[config.mk]
export PLATFORM = sky130hd
export DESIGN_NAME = two_queue_rotation_with_keyed_removal_top
export DESIGN_NICKNAME = d
export VERILOG_FILES = /design/src/design/tqr_pkg.sv /design/src/design/tqr_cell.sv /design/src/design/tqr_queue.sv /design/src/design/two_queue_rotation_with_keyed_removal_top.sv
export SDC_FILE = /design/constraint.sdc
export NUM_CORES = 2
export LEC_CHECK = 0
export BUFFER_PORTS_ARGS = -buffer_cell sky130_fd_sc_hd__buf_2
export CAP_MARGIN = 5
export CELL_PAD_IN_SITES_DETAIL_PLACEMENT = 1
export CELL_PAD_IN_SITES_GLOBAL_PLACEMENT = 1
export CORE_ASPECT_RATIO = 0.75
export CORE_MARGIN = 2
export CORE_UTILIZATION = 45
export CTS_CLUSTER_SIZE = 40
export DETAILED_ROUTE_END_ITERATION = 7
export GPL_TIMING_DRIVEN = 0
export PLACE_DENSITY = 0.84
export RECOVER_POWER = 25
export SYNTH_ARGS = -nofsm -noshare
export SYNTH_HDL_FRONTEND = slang
export SYNTH_SLANG_ARGS = --single-unit
[constraint.sdc]
create_clock -name clk_i -period 7.55 [get_ports clk_i]
set_clock_uncertainty 0.1 [all_clocks]
set_input_delay 0.755 -clock clk_i [delete_from_list [all_inputs] [get_ports clk_i]]
set_output_delay 0.755 -clock clk_i [all_outputs]
set_load 0.02 [all_outputs]
[src/design/tqr_pkg.sv]
// ----------------------------------------------------------------------------
// tqr_pkg: shared types for the two-queue rotation block
// Request and result structs, command and status codes, and the control
// groups passed from the top level to the queues and from a queue to its cells.
// ----------------------------------------------------------------------------
`default_nettype none

package tqr_pkg;

  // Port field widths
  localparam int unsigned KEY_W = 16;
  localparam int unsigned PAY_W = 7;
  localparam int unsigned CNT_W = 5;

  // Commands
  typedef enum logic [1:0] {
    CMD_ARRIVE = 2'd0,
    CMD_ENTER  = 2'd1,
    CMD_LEAVE  = 2'd2,
    CMD_REMOVE = 2'd3
  } cmd_e;

  // Result status codes
  typedef enum logic [1:0] {
    ST_DONE  = 2'd0,
    ST_EMPTY = 2'd1,
    ST_MISS  = 2'd2,
    ST_FULL  = 2'd3
  } status_e;

  // One request
  typedef struct packed {
    cmd_e             mode;
    logic [KEY_W-1:0] key;
    logic [PAY_W-1:0] payload;
  } req_t;

  // One result
  typedef struct packed {
    status_e          status;
    logic [KEY_W-1:0] entry_key;
    logic [PAY_W-1:0] entry_payload;
    logic [CNT_W-1:0] waiting_count;
    logic [CNT_W-1:0] active_count;
  } res_t;

  // Operation on one queue for the current request
  typedef struct packed {
    logic push;      // append at the tail
    logic pop_head;  // take the head
    logic del_key;   // take the first entry with a matching key
  } q_ctrl_t;

  // Control seen by every cell of a queue
  typedef struct packed {
    logic shift_all; // every cell takes its right neighbour
    logic key_en;    // cells from the first match onwards take their neighbour
    logic load;      // this cell is the tail slot being written
  } cell_ctrl_t;

endpackage

`default_nettype wire

[src/design/tqr_cell.sv]
// ----------------------------------------------------------------------------
// tqr_cell: one storage slot of a queue
// Holds one key and payload. Compares its key against the search key, passes
// the running "already matched" flag and the matched entry down the row, and
// each cycle either holds, loads the tail entry or takes its right neighbour.
// ----------------------------------------------------------------------------
`default_nettype none

module tqr_cell #(
  parameter int unsigned KEY_BITS     = 16,
  parameter int unsigned PAYLOAD_BITS = 7
) (
  input  wire                        clk_i,
  input  tqr_pkg::cell_ctrl_t        ctrl_i,
  input  wire                        occupied_i,
  input  wire  [KEY_BITS-1:0]        cmp_key_i,
  input  wire  [KEY_BITS-1:0]        tail_key_i,
  input  wire  [PAYLOAD_BITS-1:0]    tail_pay_i,
  input  wire  [KEY_BITS-1:0]        nbr_key_i,
  input  wire  [PAYLOAD_BITS-1:0]    nbr_pay_i,
  input  wire                        hit_i,
  input  wire  [KEY_BITS-1:0]        found_key_i,
  input  wire  [PAYLOAD_BITS-1:0]    found_pay_i,
  output logic [KEY_BITS-1:0]        key_o,
  output logic [PAYLOAD_BITS-1:0]    pay_o,
  output logic                       hit_o,
  output logic [KEY_BITS-1:0]        found_key_o,
  output logic [PAYLOAD_BITS-1:0]    found_pay_o
);
  import tqr_pkg::*;

  logic [KEY_BITS-1:0]     key_q, key_d;
  logic [PAYLOAD_BITS-1:0] pay_q, pay_d;
  logic                    hit_here;
  logic                    first_hit;
  logic                    shift;

  // Match on an occupied slot; the first match in the row is the one taken
  assign hit_here  = occupied_i && (key_q == cmp_key_i);
  assign first_hit = hit_here && !hit_i;
  assign hit_o     = hit_i || hit_here;

  // Matched entry rides down the row as an OR chain
  assign found_key_o = found_key_i | (first_hit ? key_q : '0);
  assign found_pay_o = found_pay_i | (first_hit ? pay_q : '0);

  // Close the gap from the removed slot onwards
  assign shift = ctrl_i.shift_all || (ctrl_i.key_en && hit_o);

  // Next slot contents
  always_comb begin
    key_d = key_q;
    pay_d = pay_q;
    if (ctrl_i.load) begin
      key_d = tail_key_i;
      pay_d = tail_pay_i;
    end else if (shift) begin
      key_d = nbr_key_i;
      pay_d = nbr_pay_i;
    end
  end

  always_ff @(posedge clk_i) begin
    key_q <= key_d;
    pay_q <= pay_d;
  end

  assign key_o = key_q;
  assign pay_o = pay_q;

endmodule

`default_nettype wire

[src/design/tqr_queue.sv]
// ----------------------------------------------------------------------------
// tqr_queue: one ordered queue built as a row of cells
// Slot 0 is the head. A fill counter marks the occupied slots; push writes
// the slot at the fill count, pop and keyed delete shift the row left.
// ----------------------------------------------------------------------------
`default_nettype none

module tqr_queue #(
  parameter int unsigned DEPTH        = 16,
  parameter int unsigned KEY_BITS     = 16,
  parameter int unsigned PAYLOAD_BITS = 7,
  parameter int unsigned CW           = $clog2(DEPTH + 1)
) (
  input  wire                        clk_i,
  input  wire                        rst_ni,
  input  tqr_pkg::q_ctrl_t           op_i,
  input  wire  [KEY_BITS-1:0]        push_key_i,
  input  wire  [PAYLOAD_BITS-1:0]    push_pay_i,
  input  wire  [KEY_BITS-1:0]        cmp_key_i,
  output logic [CW-1:0]              fill_o,
  output logic [KEY_BITS-1:0]        head_key_o,
  output logic [PAYLOAD_BITS-1:0]    head_pay_o,
  output logic                       hit_o,
  output logic [KEY_BITS-1:0]        found_key_o,
  output logic [PAYLOAD_BITS-1:0]    found_pay_o
);
  import tqr_pkg::*;

  logic [CW-1:0] fill_q, fill_d;

  logic [KEY_BITS-1:0]     key_w   [DEPTH];
  logic [PAYLOAD_BITS-1:0] pay_w   [DEPTH];
  logic [KEY_BITS-1:0]     nkey_w  [DEPTH];
  logic [PAYLOAD_BITS-1:0] npay_w  [DEPTH];
  logic [DEPTH:0]          hit_w;
  logic [KEY_BITS-1:0]     fkey_w  [DEPTH+1];
  logic [PAYLOAD_BITS-1:0] fpay_w  [DEPTH+1];

  assign hit_w[0]  = 1'b0;
  assign fkey_w[0] = '0;
  assign fpay_w[0] = '0;

  // Row of cells
  for (genvar i = 0; i < DEPTH; i++) begin : g_cell
    cell_ctrl_t ctrl;

    if (i == DEPTH - 1) begin : g_last
      assign nkey_w[i] = '0;
      assign npay_w[i] = '0;
    end else begin : g_mid
      assign nkey_w[i] = key_w[i+1];
      assign npay_w[i] = pay_w[i+1];
    end

    assign ctrl.shift_all = op_i.pop_head;
    assign ctrl.key_en    = op_i.del_key;
    assign ctrl.load      = op_i.push && (fill_q == CW'(i));

    tqr_cell #(
      .KEY_BITS    (KEY_BITS),
      .PAYLOAD_BITS(PAYLOAD_BITS)
    ) u_cell (
      .clk_i      (clk_i),
      .ctrl_i     (ctrl),
      .occupied_i (CW'(i) < fill_q),
      .cmp_key_i  (cmp_key_i),
      .tail_key_i (push_key_i),
      .tail_pay_i (push_pay_i),
      .nbr_key_i  (nkey_w[i]),
      .nbr_pay_i  (npay_w[i]),
      .hit_i      (hit_w[i]),
      .found_key_i(fkey_w[i]),
      .found_pay_i(fpay_w[i]),
      .key_o      (key_w[i]),
      .pay_o      (pay_w[i]),
      .hit_o      (hit_w[i+1]),
      .found_key_o(fkey_w[i+1]),
      .found_pay_o(fpay_w[i+1])
    );
  end

  // Fill count: the top level only issues legal operations
  always_comb begin
    fill_d = fill_q;
    if (op_i.push) begin
      fill_d = fill_q + CW'(1);
    end else if (op_i.pop_head || (op_i.del_key && hit_w[DEPTH])) begin
      fill_d = fill_q - CW'(1);
    end
  end

  always_ff @(posedge clk_i or negedge rst_ni) begin
    if (!rst_ni) begin
      fill_q <= '0;
    end else begin
      fill_q <= fill_d;
    end
  end

  assign fill_o      = fill_q;
  assign head_key_o  = key_w[0];
  assign head_pay_o  = pay_w[0];
  assign hit_o       = hit_w[DEPTH];
  assign found_key_o = fkey_w[DEPTH];
  assign found_pay_o = fpay_w[DEPTH];

endmodule

`default_nettype wire

[src/design/two_queue_rotation_with_keyed_removal_top.sv]
// ----------------------------------------------------------------------------
// two_queue_rotation_with_keyed_removal_top: waiting and active queues
// Two ordered queues of keyed entries sharing one capacity, with arrive,
// enter, leave and remove-by-key requests.
// ----------------------------------------------------------------------------
// Usage:
//   A request (mode, key, payload on req_i) is taken at a rising edge where
//   start_i is high and busy_o is low. busy_o stays low, so a request may be
//   issued on every cycle.
//   Each request gives exactly one result on res_o, shown for one cycle with
//   valid_o high, in the cycle after the request was taken.
//   Throughput is one request per cycle: each queue is a row of cells that
//   compare their keys in parallel and shift left together, with the
//   first-match flag rippling along the row.
//   The result is registered, so the next request is taken while the result
//   of the previous one is on the outputs. The receiver cannot stall; a
//   result not captured in its cycle is gone.
//   Status: done, source queue empty, key not found, or full and dropped.
//   Entry fields are zero unless the status is done.
//   Reset (rst_ni low, asynchronous) empties both queues and clears valid_o;
//   no clearing pass is needed, slot contents are ignored beyond the fills.
// ----------------------------------------------------------------------------
`default_nettype none

module two_queue_rotation_with_keyed_removal_top #(
  parameter int unsigned CAPACITY     = 16,
  parameter int unsigned KEY_BITS     = 16,
  parameter int unsigned PAYLOAD_BITS = 7
) (
  input  wire             clk_i,
  input  wire             rst_ni,
  input  wire             start_i,
  output logic            busy_o,
  input  tqr_pkg::req_t   req_i,
  output logic            valid_o,
  output tqr_pkg::res_t   res_o
);
  import tqr_pkg::*;

  localparam int unsigned CW = $clog2(CAPACITY + 1);

  logic                    accept;
  logic [KEY_BITS-1:0]     key_s;
  logic [PAYLOAD_BITS-1:0] pay_s;
  logic [CW:0]             total;

  q_ctrl_t                 w_op, a_op;
  logic [KEY_BITS-1:0]     w_push_key, a_push_key;
  logic [PAYLOAD_BITS-1:0] w_push_pay, a_push_pay;
  logic [CW-1:0]           w_fill, a_fill;
  logic [KEY_BITS-1:0]     w_head_key, a_head_key, w_found_key, a_found_key;
  logic [PAYLOAD_BITS-1:0] w_head_pay, a_head_pay, w_found_pay, a_found_pay;
  logic                    w_hit, a_hit;

  status_e                 status;
  logic [KEY_BITS-1:0]     out_key;
  logic [PAYLOAD_BITS-1:0] out_pay;
  logic [CW-1:0]           w_fill_nx, a_fill_nx;

  res_t res_q, res_d;
  logic valid_q;

  assign busy_o = 1'b0;
  assign accept = start_i && !busy_o;

  // Request fields at the stored widths
  assign key_s = KEY_BITS'(req_i.key);
  assign pay_s = PAYLOAD_BITS'(req_i.payload);
  assign total = {1'b0, w_fill} + {1'b0, a_fill};

  // Command decode into per-queue operations
  always_comb begin
    w_op       = '0;
    a_op       = '0;
    w_push_key = key_s;
    w_push_pay = pay_s;
    a_push_key = w_head_key;
    a_push_pay = w_head_pay;
    status     = ST_DONE;
    out_key    = '0;
    out_pay    = '0;
    w_fill_nx  = w_fill;
    a_fill_nx  = a_fill;
    case (req_i.mode)
      CMD_ARRIVE: begin
        if (total >= (CW+1)'(CAPACITY)) begin
          status = ST_FULL;
        end else begin
          w_op.push = accept;
          out_key   = key_s;
          out_pay   = pay_s;
          w_fill_nx = w_fill + CW'(1);
        end
      end
      CMD_ENTER: begin
        if (w_fill == '0) begin
          status = ST_EMPTY;
        end else begin
          w_op.pop_head = accept;
          a_op.push     = accept;
          out_key       = w_head_key;
          out_pay       = w_head_pay;
          w_fill_nx     = w_fill - CW'(1);
          a_fill_nx     = a_fill + CW'(1);
        end
      end
      CMD_LEAVE: begin
        w_push_key = a_head_key;
        w_push_pay = a_head_pay;
        if (a_fill == '0) begin
          status = ST_EMPTY;
        end else begin
          a_op.pop_head = accept;
          w_op.push     = accept;
          out_key       = a_head_key;
          out_pay       = a_head_pay;
          a_fill_nx     = a_fill - CW'(1);
          w_fill_nx     = w_fill + CW'(1);
        end
      end
      CMD_REMOVE: begin
        // Active queue is searched first
        a_op.del_key = accept;
        w_op.del_key = accept && !a_hit;
        if (a_hit) begin
          out_key   = a_found_key;
          out_pay   = a_found_pay;
          a_fill_nx = a_fill - CW'(1);
        end else if (w_hit) begin
          out_key   = w_found_key;
          out_pay   = w_found_pay;
          w_fill_nx = w_fill - CW'(1);
        end else begin
          status = ST_MISS;
        end
      end
      default: begin
        status = ST_MISS;
      end
    endcase
  end

  tqr_queue #(
    .DEPTH       (CAPACITY),
    .KEY_BITS    (KEY_BITS),
    .PAYLOAD_BITS(PAYLOAD_BITS),
    .CW          (CW)
  ) u_waiting (
    .clk_i      (clk_i),
    .rst_ni     (rst_ni),
    .op_i       (w_op),
    .push_key_i (w_push_key),
    .push_pay_i (w_push_pay),
    .cmp_key_i  (key_s),
    .fill_o     (w_fill),
    .head_key_o (w_head_key),
    .head_pay_o (w_head_pay),
    .hit_o      (w_hit),
    .found_key_o(w_found_key),
    .found_pay_o(w_found_pay)
  );

  tqr_queue #(
    .DEPTH       (CAPACITY),
    .KEY_BITS    (KEY_BITS),
    .PAYLOAD_BITS(PAYLOAD_BITS),
    .CW          (CW)
  ) u_active (
    .clk_i      (clk_i),
    .rst_ni     (rst_ni),
    .op_i       (a_op),
    .push_key_i (a_push_key),
    .push_pay_i (a_push_pay),
    .cmp_key_i  (key_s),
    .fill_o     (a_fill),
    .head_key_o (a_head_key),
    .head_pay_o (a_head_pay),
    .hit_o      (a_hit),
    .found_key_o(a_found_key),
    .found_pay_o(a_found_pay)
  );

  // Result assembly
  always_comb begin
    res_d               = '0;
    res_d.status        = status;
    res_d.entry_key     = KEY_W'(out_key);
    res_d.entry_payload = PAY_W'(out_pay);
    res_d.waiting_count = CNT_W'(w_fill_nx);
    res_d.active_count  = CNT_W'(a_fill_nx);
  end

  // Result register: payload without reset, strobe with reset
  always_ff @(posedge clk_i) begin
    if (accept) begin
      res_q <= res_d;
    end
  end

  always_ff @(posedge clk_i or negedge rst_ni) begin
    if (!rst_ni) begin
      valid_q <= 1'b0;
    end else begin
      valid_q <= accept;
    end
  end

  assign valid_o = valid_q;
  assign res_o   = res_q;

`ifndef SYNTHESIS
  // Every taken request gives a result in the next cycle
  assert property (@(posedge clk_i) disable iff (!rst_ni)
    accept |=> valid_o)
    else $error("request taken without a result");

  assert property (@(posedge clk_i) disable iff (!rst_ni)
    !accept |=> !valid_o)
    else $error("result without a request");

  // Shared capacity is never exceeded
  assert property (@(posedge clk_i) disable iff (!rst_ni)
    total <= (CW+1)'(CAPACITY))
    else $error("queues exceed capacity");

  // A dropped arrival is only reported with both queues filling the capacity
  assert property (@(posedge clk_i) disable iff (!rst_ni)
    (valid_o && res_o.status == ST_FULL) |->
      total == (CW+1)'(CAPACITY))
    else $error("full reported below capacity");

  // The fills reported match the counters after the request
  assert property (@(posedge clk_i) disable iff (!rst_ni)
    valid_o |-> (res_o.waiting_count == CNT_W'(w_fill) &&
                 res_o.active_count == CNT_W'(a_fill)))
    else $error("reported counts disagree with queue fills");
`endif

endmodule

`default_nettype wire

==> impl_results.md <==
- Status: finished, violations left
- Failing checks: capacitance limit, slew limit
- CTS buffer count: 85
- Worst-Margin Slew: 2.701 ns
- Clock latency on the worst-skew pair: 0.72 ns
- Largest cells by area after synthesis: edfxtp_1 49%, mux2_2 7.9%, xor2_1 5.4%
- Hpwl dp: 204,000 microns
- Max Buffers Root-to-Sink: 3
- Post-synthesis register bit count: 782
- Die Ht: 284.0 microns
- Area of the mapped netlist: 0.04705 sq mm
- H-tree depth: 3
- Initial DRT Pass Iterations: 7
- Share of Yosys cell area claimed by the top area cell type: 49.20%
- Fraction of layout cells with a size suffix above 1: 14.31%
- Sink Count: 782
- Vias in the first global route: 40,610
- R2r worst-path depth: 12
- CTS root buf: clkbuf_16
- Kind of critical path: reg -> reg
- Worst Hold Path EP: u_waiting.g_cell[10].u_cell.pay_o[5]
- Critical Path AT: 7.67 ns
- Final core occ: 50.61%
- Chip Width: 377.4 microns
- Peak supply drop: 0.1462 mV
- Crit end category: register
- Fmax: 133.9 MHz
- Synth-to-layout area growth: 11.31%
- Yosys warnings: 0
- Top_reg_cell synth: edfxtp_1
- GRT Total Usage: 47.68%
- Max-cap violations: 3
- Slew headroom: -80.09%
- Initial antenna violation count: 27
- DR iter-0 viols: 9,034
- Final period util: 98.89%
- Post-cts repair resize count: 0
- Startpoint Class: register
- Drt drc: 0
- Min-delay src: u_waiting.g_cell[11].u_cell.pay_o[5]
- Power per standard cell area: 229.2 mW/mm^2
- Starting Density: 45.46%
- Avg Synthesized Cell Area: 10.73 sq um
- WL per Instance: 43.23 microns
- Vias: 43,350
- Ys async rst share: 1.407%
- Setup-failing EPs final: 0
- Row count: 102
- Clk slew on worst S/H paths: 0.06 ns
- Nets: 4,626
- Synth area leader: edfxtp_1
- Synth unique cells: 95
- RSZ-0062 raised after global routing: false
- Cells after Synth: 4,387
- Max FO, Critical Path: 23
- Min Clock Period, post-route: 7.466 ns
- Total Wirelength: 262,400 microns
- Vias/cell: 7.140
- Register area share after synthesis: 49.79%
- # IOs: 65
- Total gr overflow: 0
- Largest net degree at the start of global routing: 38
- Hold slack final: 0.4614 ns
- Final RePlAce weighted congestion: 1.072
- Flop2flop setup slack: 0.08 ns
- Number of synthesized flops with an enable pin: 771
- Reg2reg end: u_active.g_cell[9].u_cell.key_o[4]
- Hold depth: 2
- Worst r2r src: u_waiting.fill_o[1]
- Final hold violations: 0
- Slew Limit Fails: 41
- Worst hold path type: reg -> reg
- CTS tree: yes
- First-pass GRT wire length: 347,200 microns
- Required @ worst endpoint: 7.76 ns
- Leakage power: 18.01 nW
- Filler cells: 11,160
- Antenna Violating Nets Remaining: 0
- Mapped Nets: 4,429
- Die Area: 0.1072 sq mm
- PortBufs: 47
- Core area: 0.1035 sq mm
[final cells by class]
type | count | area (sq um) | share of cell area, %
clock buffer | 108 | 2256 | 4.307
tap | 1404 | 1757 | 3.354
buffer | 401 | 1899 | 3.626
antenna | 14 | 35.03 | 0.06689
timing repair buffer | 110 | 828.3 | 1.581
clock inverter | 48 | 402.9 | 0.7692
sequential | 782 | 23430 | 44.73
multi-input combinational | 3141 | 21540 | 41.12
inverter | 63 | 236.5 | 0.4515
[power by group]
group	internal [W]	switching [W]	total (W)	leakage, nW
registers	0.00505	0.000270	0.00532	7.26
logic	0.000590	0.00180	0.00239	9.45
clock network	0.00232	0.00197	0.00430	1.30
total	0.00796	0.00404	0.0120	18.0
[cell usage in the layout (no fill, tap or decap), drive strengths merged, types with 12 or more instances in the layout]
master / count
a2111oi: 20
a211o: 17
a211oi: 25
a21oi: 141
a221o: 53
a221oi: 79
a22o: 28
a22oi: 24
a2bb2oi: 12
and2: 55
and3: 37
and4: 12
buf: 182
clkbuf: 433
clkinv: 33
diode: 14
edfxtp: 771
ha: 14
inv: 68
mux2: 330
mux2i: 49
nand2: 510
nand3: 93
nand4: 90
nor2: 222
nor3: 57
nor4: 88
o211ai: 54
o21ai: 384
o221ai: 20
or2: 12
or3: 25
xnor2: 238
xor2: 293
[worst max path at each step]
stage | start | endpoint | slack [ns] | cells past startpoint
floorplan | req_i[20] | u_waiting.g_cell[5].u_cell.key_o[0] | 2.33 | 13
global placement | req_i[14] | u_waiting.g_cell[3].u_cell.pay_o[4] | -1.11 | 14
detailed placement | req_i[14] | u_waiting.g_cell[4].u_cell.key_o[11] | 0.07 | 17
CTS | u_waiting.fill_o[1] | u_active.g_cell[9].u_cell.key_o[10] | 0.66 | 12
global route | u_waiting.fill_o[1] | u_active.g_cell[9].u_cell.key_o[1] | 0.26 | 12
finish | u_waiting.fill_o[1] | u_active.g_cell[9].u_cell.key_o[4] | 0.08 | 12
[sequential cells by signal (all words and copies together), names as in the netlist]
name	flops
u_active.g_cell.u_cell.key_o	256
u_active.g_cell.u_cell.pay_o	112
u_waiting.g_cell.u_cell.key_o	256
u_active.fill_o	5
res_o	35
u_waiting.g_cell.u_cell.pay_o	112
u_waiting.fill_o	5
valid_o	1
[kinds of logic (layout without fill, tap and decap cells)]
family	after synthesis	count (layout)	share of synthesized area [%]
compound gates	954	954	13.40
xor+xnor	531	531	9.900
fa+ha+maj	14	14	0.3723
buf+inv	464	730	4.539
flops	782	782	49.79
mux	379	379	8.940
other cells	1	15	0.007970
simple gates	1262	1262	13.05
[synthesized netlist by cell type, types with 16 or more instances]
| library cell | number |
|---|---|
| a211oi_1 | 25 |
| nor3_1 | 52 |
| and2_1 | 49 |
| buf_1 | 23 |
| and3_1 | 37 |
| or3_1 | 25 |
| a221o_1 | 53 |
| o21ai_1 | 23 |
| a2111oi_0 | 16 |
| nor4_1 | 81 |
| a21oi_1 | 141 |
| nand2_1 | 509 |
| buf_6 | 31 |
| clkbuf_1 | 286 |
| a22oi_1 | 22 |
| xnor2_1 | 238 |
| o221ai_1 | 20 |
| o21ai_0 | 360 |
| a22o_1 | 28 |
| a211o_1 | 17 |
| xor2_1 | 292 |
| nand4_1 | 90 |
| mux2_2 | 330 |
| o211ai_1 | 54 |
| mux2i_1 | 49 |
| nor2_1 | 220 |
| inv_1 | 62 |
| edfxtp_1 | 771 |
| nand3_1 | 92 |
| a221oi_1 | 79 |
| buf_2 | 30 |
| buf_4 | 30 |
[worst max-delay path, cell delays in order (launching register included)]
cell and delay (ns):
dfrtp_1 0.54, clkbuf_1 0.53, inv_1 0.37, ha_1 0.46, a21boi_1 0.49, nor2b_1 0.19, clkbuf_1 0.33, nand2_1 0.50
nor4b_1 1.10, nor2b_1 0.23, clkbuf_1 0.34, clkbuf_1 0.72, a211o_1 1.12
[metal layers]
layer / routed length (microns) / up-vias / track usage [%]
met5: 546 / - / 1.213
met2: 95170 / 4069 / 58.40
met3: 51020 / 553 / 27.49
met1: 105200 / 21960 / 68.28
li1: - / 16740 / -
met4: 10460 / 24 / 15.69
[through the flow]
step,cell area (sq um),instances,setup TNS [ns],setup slack (ns),total power [W]
floorplan,47050,4387,0,2.329,0.006441
global placement,49050,5838,-146.84,-1.112,0.007499
detailed placement,49690,5897,0,0.06811,0.007581
CTS,52360,6054,0,0.6618,0.01173
global route,52350,6058,0,0.2589,0.01209
finish,52380,6071,0,0.08413,0.01200
[what timing repair did]
item                      CTS  global route
hold endpoints to repair   11             0
buffers inserted            0             0
hold buffers                1             0
No activity file was read; power rests on OpenSTA's default activity.
